===== src/hdl/cuq_pkg.sv =====
// Shared constants, item types and helpers for the coalescing update queue.
package cuq_pkg;

  localparam int QUEUE_SLOTS = 16;
  localparam int TILE_LIMIT  = 32;
  localparam int HANDLE_BITS = 32;

  localparam int PTR_W   = $clog2(QUEUE_SLOTS);
  localparam int ENTRY_W = 3 + 8 + HANDLE_BITS;

  // result status codes
  localparam logic [2:0] ST_COALESCED = 3'd0;
  localparam logic [2:0] ST_APPENDED  = 3'd1;
  localparam logic [2:0] ST_DROPPED   = 3'd2;
  localparam logic [2:0] ST_REJECTED  = 3'd3;
  localparam logic [2:0] ST_DELIVERED = 3'd4;
  localparam logic [2:0] ST_EMPTY     = 3'd5;

  // input command codes
  localparam logic CMD_ENQUEUE = 1'b0;
  localparam logic CMD_DRAIN   = 1'b1;

  typedef logic [PTR_W-1:0] ptr_t;

  typedef struct packed {
    logic                   cmd;
    logic [2:0]             group_kind;
    logic [7:0]             slot_index;
    logic [31:0]            payload_handle;
    logic [7:0]             drain_limit;
  } in_item_t;

  typedef struct packed {
    logic [2:0]             status;
    logic [2:0]             out_group_kind;
    logic [7:0]             out_slot_index;
    logic [31:0]            out_payload_handle;
    logic                   last;
  } out_item_t;

  typedef struct packed {
    logic [2:0]             group_kind;
    logic [7:0]             slot_index;
    logic [HANDLE_BITS-1:0] handle;
  } entry_t;

  // controller -> datapath
  typedef struct packed {
    logic       take_item;    // latch input item, start scan at oldest entry
    logic       scan_step;    // move scan pointer one entry on
    logic       wr_coalesce;  // overwrite entry under scan pointer
    logic       wr_append;    // write at tail, drop oldest when full
    logic       pop;          // retire oldest entry (drain)
    logic       out_load;     // load output register
    logic [2:0] out_code;
    logic       out_last;
  } cuq_cmd_t;

  // datapath -> controller
  typedef struct packed {
    logic is_drain;
    logic reject;
    logic empty;
    logic cur_at_end;
    logic scan_end;
    logic hit;
    logic full;
    logic drain_last;
    logic out_free;
  } cuq_stat_t;

  function automatic ptr_t ring_next(input ptr_t p);
    ring_next = (p == PTR_W'(QUEUE_SLOTS - 1)) ? '0 : ptr_t'(p + 1'b1);
  endfunction

  function automatic logic [HANDLE_BITS-1:0] to_handle(input logic [31:0] h);
    logic [63:0] w;
    w = 64'(h);
    to_handle = w[HANDLE_BITS-1:0];
  endfunction

  function automatic logic [31:0] handle_out(input logic [HANDLE_BITS-1:0] h);
    logic [63:0] w;
    w = 64'(h);
    handle_out = w[31:0];
  endfunction

endpackage


===== src/hdl/cuq_ram.sv =====
// Generic single-write, single-read RAM with registered read data.
module cuq_ram #(
  parameter int WIDTH = 8,
  parameter int DEPTH = 16
) (
  input  logic                     clk,
  input  logic                     we,
  input  logic [$clog2(DEPTH)-1:0] waddr,
  input  logic [WIDTH-1:0]         wdata,
  input  logic [$clog2(DEPTH)-1:0] raddr,
  output logic [WIDTH-1:0]         rdata
);

  logic [WIDTH-1:0] mem [DEPTH];

  always_ff @(posedge clk) begin
    if (we) begin
      mem[waddr] <= wdata;
    end
    rdata <= mem[raddr];
  end

endmodule


===== src/hdl/cuq_ctrl.sv =====
// Sequencing state machine for enqueue scans and drains.
module cuq_ctrl (
  input  logic              clk,
  input  logic              rst,
  input  logic              in_valid,
  output logic              in_ready,
  input  cuq_pkg::cuq_stat_t stat,
  output cuq_pkg::cuq_cmd_t  cmd
);
  import cuq_pkg::*;

  localparam logic [2:0] S_IDLE   = 3'd0;
  localparam logic [2:0] S_EVAL   = 3'd1;
  localparam logic [2:0] S_CMP    = 3'd2;
  localparam logic [2:0] S_RDWAIT = 3'd3;
  localparam logic [2:0] S_APPEND = 3'd4;
  localparam logic [2:0] S_DOUT   = 3'd5;
  localparam logic [2:0] S_DWAIT  = 3'd6;

  logic [2:0] state, state_next;

  assign in_ready = (state == S_IDLE) && stat.out_free;

  always_comb begin
    state_next = state;
    cmd        = '0;
    case (state)
      S_IDLE: begin
        if (in_valid && in_ready) begin
          cmd.take_item = 1'b1;
          state_next    = S_EVAL;
        end
      end
      S_EVAL: begin
        if (stat.is_drain) begin
          if (stat.empty) begin
            cmd.out_load = 1'b1;
            cmd.out_code = ST_EMPTY;
            cmd.out_last = 1'b1;
            state_next   = S_IDLE;
          end else begin
            state_next = S_DOUT;
          end
        end else if (stat.reject) begin
          cmd.out_load = 1'b1;
          cmd.out_code = ST_REJECTED;
          cmd.out_last = 1'b1;
          state_next   = S_IDLE;
        end else if (stat.cur_at_end) begin
          state_next = S_APPEND;
        end else begin
          state_next = S_CMP;
        end
      end
      S_CMP: begin
        if (stat.hit) begin
          cmd.wr_coalesce = 1'b1;
          cmd.out_load    = 1'b1;
          cmd.out_code    = ST_COALESCED;
          cmd.out_last    = 1'b1;
          state_next      = S_IDLE;
        end else begin
          cmd.scan_step = 1'b1;
          state_next    = stat.scan_end ? S_APPEND : S_RDWAIT;
        end
      end
      S_RDWAIT: state_next = S_CMP;
      S_APPEND: begin
        cmd.wr_append = 1'b1;
        cmd.out_load  = 1'b1;
        cmd.out_code  = stat.full ? ST_DROPPED : ST_APPENDED;
        cmd.out_last  = 1'b1;
        state_next    = S_IDLE;
      end
      S_DOUT: begin
        if (stat.out_free) begin
          cmd.pop      = 1'b1;
          cmd.out_load = 1'b1;
          cmd.out_code = ST_DELIVERED;
          cmd.out_last = stat.drain_last;
          state_next   = stat.drain_last ? S_IDLE : S_DWAIT;
        end
      end
      S_DWAIT: state_next = S_DOUT;
      default: state_next = S_IDLE;
    endcase
  end

  always_ff @(posedge clk) begin
    if (rst) begin
      state <= S_IDLE;
    end else begin
      state <= state_next;
    end
  end

endmodule


===== src/hdl/cuq_datapath.sv =====
// Pointers, item and output registers, entry store and compare logic.
module cuq_datapath (
  input  logic               clk,
  input  logic               rst,
  input  cuq_pkg::in_item_t  in_data,
  input  logic               out_ready,
  output logic               out_valid,
  output cuq_pkg::out_item_t out_data,
  input  cuq_pkg::cuq_cmd_t  cmd,
  output cuq_pkg::cuq_stat_t stat
);
  import cuq_pkg::*;

  in_item_t  item;
  ptr_t      wp, rp, cur;
  logic [7:0] cnt;
  entry_t    rd_entry, wr_entry;
  logic [ENTRY_W-1:0] rdata;
  logic      ram_we;
  ptr_t      ram_waddr;
  ptr_t      rp_nx, wp_nx, cur_nx;
  logic [7:0] cnt_inc;

  assign rp_nx   = ring_next(rp);
  assign wp_nx   = ring_next(wp);
  assign cur_nx  = ring_next(cur);
  assign cnt_inc = 8'(cnt + 8'd1);

  assign wr_entry  = '{group_kind: item.group_kind, slot_index: item.slot_index,
                       handle: to_handle(item.payload_handle)};
  assign ram_we    = cmd.wr_coalesce || cmd.wr_append;
  assign ram_waddr = cmd.wr_append ? wp : cur;
  assign rd_entry  = entry_t'(rdata);

  // read address follows the scan/drain pointer; read data is registered
  cuq_ram #(.WIDTH(ENTRY_W), .DEPTH(QUEUE_SLOTS)) u_store (
    .clk   (clk),
    .we    (ram_we),
    .waddr (ram_waddr),
    .wdata (ENTRY_W'(wr_entry)),
    .raddr (cur),
    .rdata (rdata)
  );

  always_comb begin
    stat.is_drain   = (item.cmd == CMD_DRAIN);
    stat.reject     = ({1'b0, item.slot_index} >= 9'(TILE_LIMIT)) ||
                      (to_handle(item.payload_handle) == '0);
    stat.empty      = (rp == wp);
    stat.cur_at_end = (cur == wp);
    stat.scan_end   = (cur_nx == wp);
    stat.hit        = (rd_entry.group_kind == item.group_kind) &&
                      (rd_entry.slot_index == item.slot_index);
    stat.full       = (wp_nx == rp);
    stat.drain_last = (rp_nx == wp) ||
                      ((item.drain_limit != 8'd0) && (cnt_inc == item.drain_limit));
    stat.out_free   = !out_valid || out_ready;
  end

  always_ff @(posedge clk) begin
    if (cmd.take_item) begin
      item <= in_data;
    end
    if (cmd.out_load) begin
      out_data.status <= cmd.out_code;
      out_data.last   <= cmd.out_last;
      if (cmd.pop) begin
        out_data.out_group_kind     <= rd_entry.group_kind;
        out_data.out_slot_index     <= rd_entry.slot_index;
        out_data.out_payload_handle <= handle_out(rd_entry.handle);
      end else begin
        out_data.out_group_kind     <= '0;
        out_data.out_slot_index     <= '0;
        out_data.out_payload_handle <= '0;
      end
    end
  end

  always_ff @(posedge clk) begin
    if (rst) begin
      wp        <= '0;
      rp        <= '0;
      cur       <= '0;
      cnt       <= '0;
      out_valid <= 1'b0;
    end else begin
      if (cmd.take_item) begin
        cur <= rp;
        cnt <= '0;
      end else if (cmd.scan_step) begin
        cur <= cur_nx;
      end else if (cmd.pop) begin
        rp  <= rp_nx;
        cur <= rp_nx;
        cnt <= cnt_inc;
      end
      if (cmd.wr_append) begin
        wp <= wp_nx;
        if (wp_nx == rp) begin
          rp <= rp_nx;
        end
      end
      if (cmd.out_load) begin
        out_valid <= 1'b1;
      end else if (out_ready) begin
        out_valid <= 1'b0;
      end
    end
  end

endmodule


===== src/hdl/coalescing_update_queue.sv =====
// Top level of the coalescing update queue: controller plus datapath.
// Enqueue: a rejected item is answered from the evaluate state; else the stored entries are
//   read and compared oldest first, a key match is overwritten, and with none it is appended.
// Drain: an empty queue gives one empty result; else entries go out oldest first, up to
//   drain_limit (0: all), each through the store's registered read port when output is free.
// A new item is accepted only when the previous one is finished and the output
//   register is free or being taken. Reset: pointers, state and output valid clear;
//   the entry store is not cleared, only entries between the pointers are read.
module coalescing_update_queue (
  input  logic               clk,
  input  logic               rst,
  input  logic               in_valid,
  output logic               in_ready,
  input  cuq_pkg::in_item_t  in_data,
  output logic               out_valid,
  input  logic               out_ready,
  output cuq_pkg::out_item_t out_data
);
  import cuq_pkg::*;

  cuq_cmd_t  cmd;   // sequencing commands to the datapath
  cuq_stat_t stat;  // compare and pointer flags back to the controller

  cuq_ctrl u_ctrl (
    .clk      (clk),
    .rst      (rst),
    .in_valid (in_valid),
    .in_ready (in_ready),
    .stat     (stat),
    .cmd      (cmd)
  );

  cuq_datapath u_dp (
    .clk       (clk),
    .rst       (rst),
    .in_data   (in_data),
    .out_ready (out_ready),
    .out_valid (out_valid),
    .out_data  (out_data),
    .cmd       (cmd),
    .stat      (stat)
  );

  // one item in flight: no accept right after an accept
  a_one_in_flight: assert property (@(posedge clk) disable iff (rst)
    in_valid && in_ready |=> !in_ready)
    else $error("item accepted while previous one still in work");

  // accept only when the output register can take a fresh result
  a_out_free_on_accept: assert property (@(posedge clk) disable iff (rst)
    in_ready |-> (!out_valid || out_ready))
    else $error("accept while an unread result blocks the output");

  // anything but a delivered entry is a single, final, zero-field result
  a_non_delivery_shape: assert property (@(posedge clk) disable iff (rst)
    out_valid && (out_data.status != ST_DELIVERED) |->
      out_data.last && (out_data.out_payload_handle == '0) &&
      (out_data.out_slot_index == '0))
    else $error("malformed non-delivery result");

endmodule


===== config.mk =====
export PLATFORM = sky130hd
export DESIGN_NAME = coalescing_update_queue
export DESIGN_NICKNAME = d
export VERILOG_FILES = /design/src/hdl/cuq_pkg.sv /design/src/hdl/cuq_ram.sv /design/src/hdl/cuq_ctrl.sv /design/src/hdl/cuq_datapath.sv /design/src/hdl/coalescing_update_queue.sv
export SDC_FILE = /design/constraint.sdc
export NUM_CORES = 1
export LEC_CHECK = 0
export ABC_AREA = 1
export BUFFER_PORTS_ARGS = -buffer_cell sky130_fd_sc_hd__buf_2
export CAP_MARGIN = 0
export CORE_UTILIZATION = 56
export CTS_BUF_LIST = sky130_fd_sc_hd__clkbuf_16
export DETAILED_ROUTE_END_ITERATION = 12
export GPL_ROUTABILITY_DRIVEN = 0
export PLACE_DENSITY_LB_ADDON = 0.15
export SETUP_SLACK_MARGIN = 0.1
export SLEW_MARGIN = 20
export SYNTH_ARGS = -nofsm -noshare
export SYNTH_HDL_FRONTEND = slang
export SYNTH_SLANG_ARGS = --single-unit

===== constraint.sdc =====
create_clock -name clk -period 4.44 [get_ports clk]
set_input_delay 0.444 -clock clk [delete_from_list [all_inputs] [get_ports clk]]
set_output_delay 0.444 -clock clk [all_outputs]
set_load 0.005 [all_outputs]

==> results.md <==
- RR Endpoint: u_dp.u_store.mem[14][18]
- Vias in the first global route: 20,364
- Slew Limit Fails: 0
- Total Wirelength: 79,000 um
- Critical path arrival: roughly 3600 ps
- Die X: roughly 240 um
- WP depth: 8
- Largest net degree at the start of global routing: around 210
- Drt first pass iters: 5
- Nets: 2,736
- Top FF cell, synth: edfxtp_1
- Number of fill cells: around 4,300
- WP data required: approximately 4800 ps
- Hold Path Stages: 1
- Post-synth top cells: edfxtp_1, nor2_1, o21ai_0
- Hpwl dp: between 40,000 and 50,000 um
- Max Cap Viol: 0
- CTS tree: built
- Resized cells post-CTS: 0
- Final setup TNS: 0 ps
- Vias: 20,911
- RSZ-0062 raised after global routing: false
- Overflow after GRT: 0
- Clock root buffer: clkbuf_16
- Ranking of synthesized cells by area: edfxtp_1, nor2_1, o21ai_0
- Outcome: completed
- Sequential area share after synthesis: 75.7%
- WS Path Type: flop to flop
- CP endpoint kind: flop
- Rows: 88
- Biggest area consumer among synthesized cells: edfxtp_1
- Register bit total from synthesis: approximately 850
- Post-synth top area share: 71.7%
- Mapped Area: 33,000 um^2
- Setup crit start: u_dp.item[44]
- Final Hold Slack: 18.4 ps
- Post-synth EDFFs: 787
- Power Density: 461 nW/um^2
- Length in cells of the worst reg-to-reg path: 8
- Cts-stage hold buffer count: between 40 and 50
- Synth cell types: 37
- First-pass GRT wire length: 120,000 um
- Avg Vias per Cell: about 6.0
- Reg-to-reg setup timing slack: around 1200 ps
- Top-count cell post-synth: edfxtp_1
- Layout cell share with drive strength beyond 1: a little under an eighth
- Final Hold Viols: 0
- WL/cell: around 23 um
- Max VDD drop: 0.336 mV
- Synth async-reset ratio: 0%
- H-tree lvl count: 3
- Post-synthesis to final-layout area growth: 14.4%
- IO Pins: 105
- Cell family with the largest share of critical-path delay: simple AND/OR/NAND/NOR gates
- Die area: 59,900 um^2
- Buffers plus inverters on the worst setup path: 1
- Mapped Nets: 2,597
- Crit-path slowest cell: nor2_4
- Setup crit end: u_dp.u_store.mem[14][18]
- Final critical-path required period: 3290 ps
- Initial antenna violation count: 0
- CTS Buf Count: between 80 and 90
- Cell Chain, Critical Path: or2_2, nand3_1, nor2_1, nand4_1, nand2_1, nand2_1, nor2_4, buf_12
- Critical Path Start Type: flop
- Final setup viols: 0
- Worst-Skew Late Latency: between 600 and 700 ps
- Total Routing Usage GR: 26.5%
- Sink Count: 854
- Setup Buffers After CTS: 0
- Yosys warning total: 0
- Diodes inserted: 0
- Synth Area per Inst: 13.0 um^2
- Max frequency: 304 MHz
- Hold/Removal Path Class: primary input to flop
- Worst path most repeated cell: nand2_1
- CTS Buffer Depth: 3
- Leak Pwr: 13.0 nW
- PortBufs: about 100
- Die H: 245 um
- Synth Instances: 2,537
- Critical Path Max Stage Delay: ~760 ps
- Clk slew on worst S/H paths: ~60 ps
- Final period util: 74.1%
- Worst slew pin tran: between 1000 and 1500 ps
- First-iteration detailed-routing DRC count: 2,136
- Worst Path Max Fanout: 20
- Worst Clk Skew: between 15 and 20 ps
- Antenna viol nets, final: 0
- RR Startpoint: u_dp.item[44]
- Core area: 57,900 um^2
- Drc violations: 0
- Starting Density: 56.9%
- Slew margin rel.: 32.3%
[worst min-delay path by stage]
| stage | startpoint | endpoint | slack [ps] |
|---|---|---|---|
| after global placement | u_dp.cnt[5] | u_dp.cnt[5] | 490 |
| after global routing | in_data[50] | u_dp.item[50] | 8 |
| after CTS | in_data[50] | u_dp.item[50] | 0.2 |
| after floorplan | u_dp.cnt[5] | u_dp.cnt[5] | 480 |
| after detailed placement | u_dp.cnt[5] | u_dp.cnt[5] | 500 |
| final | in_data[34] | u_dp.item[34] | 20 |
[sequential cells by signal (all words and copies together) (netlist names), 3 cells and up]
signal / flops
u_dp.rp: 4
u_dp.wp: 4
u_dp.u_store.mem: 688
u_dp.item: 51
u_dp.cnt: 8
u_dp.cur: 4
u_dp.u_store.rdata: 43
u_ctrl.state: 3
u_dp.out_data: 47
[worst register-to-register path: stages (launching register included)]
cell and delay (ps):
edfxtp_1 730, or2_2 210, nand3_1 70, nor2_1 230
nand4_1 120, nand2_1 220, nand2_1 300, nor2_4 760
buf_12 280
[layout make-up]
type                    count  area, um^2  area share (%)
multi-input cells        1432        7100            18.8
flip-flops and latches    854       25000            66.2
clock inverters            69         591            1.57
inverters                 100         385            1.02
clock buffers              86        2150            5.71
repair buffers            204        1550            4.10
well taps                 765         957            2.54
[power by group]
group	internal (W)	switching (W)
registers	0.00902	0.000173
logic	0.000361	0.000793
clock network	0.00409	0.00293
total	0.0135	0.00390
[layer usage]
metal | wire length [um] | GRT usage [%] | share of wire [%] | vias to the layer above
li1 | - | - | - | 9546
met1 | 32300 | 36.0 | 41 | 10392
met2 | 39200 | 44.5 | 50 | 842
met3 | 5770 | 3.65 | 7.3 | 131
met4 | 1820 | 8.38 | 2.3 | 0
met5 | 0 | 0 | 0 | -
[metrics by stage]
stage               power, W  instance area [um^2]  utilization (%)  setup WS [ps]  instances
CTS                   0.0175                 37700             65.1           1200       3510
detailed placement    0.0105                 34500             59.6           1230       3310
global route          0.0179                 37700             65.1            943       3510
global placement      0.0104                 34500             59.6           1330       3310
finish                0.0174                 37700             65.1           1150       3510
floorplan             0.0100                 33000                -           -224       2537
[cells in the final DEF (no fill, tap or decap), drive strengths merged, types with 4 or more instances in the layout]
master and n:
nand2 214, buf 159, nor2 480, bufinv 10, nor3 9, xnor2 12
o221ai 69, xor2 15, o21ai 358, dlygate4sd3 45, clkinv 39, o211ai 17
a21oi 17, o22ai 103, inv 119, dfxtp 67, nand4 12, a211oi 7
clkbuf 86, edfxtp 787, nand3 108, ha 4
[cell families after synthesis]
logic type	count (synthesis)	synth area share, %
and+or+nand+nor	829	10.1
DFF	854	75.7
xor gates and xnor gates	27	0.717
AOI/OAI and AO/OA	572	10.1
buffers and inverters	251	3.14
adders and majority gates	4	0.152
(Power assumes the default switching activity.)
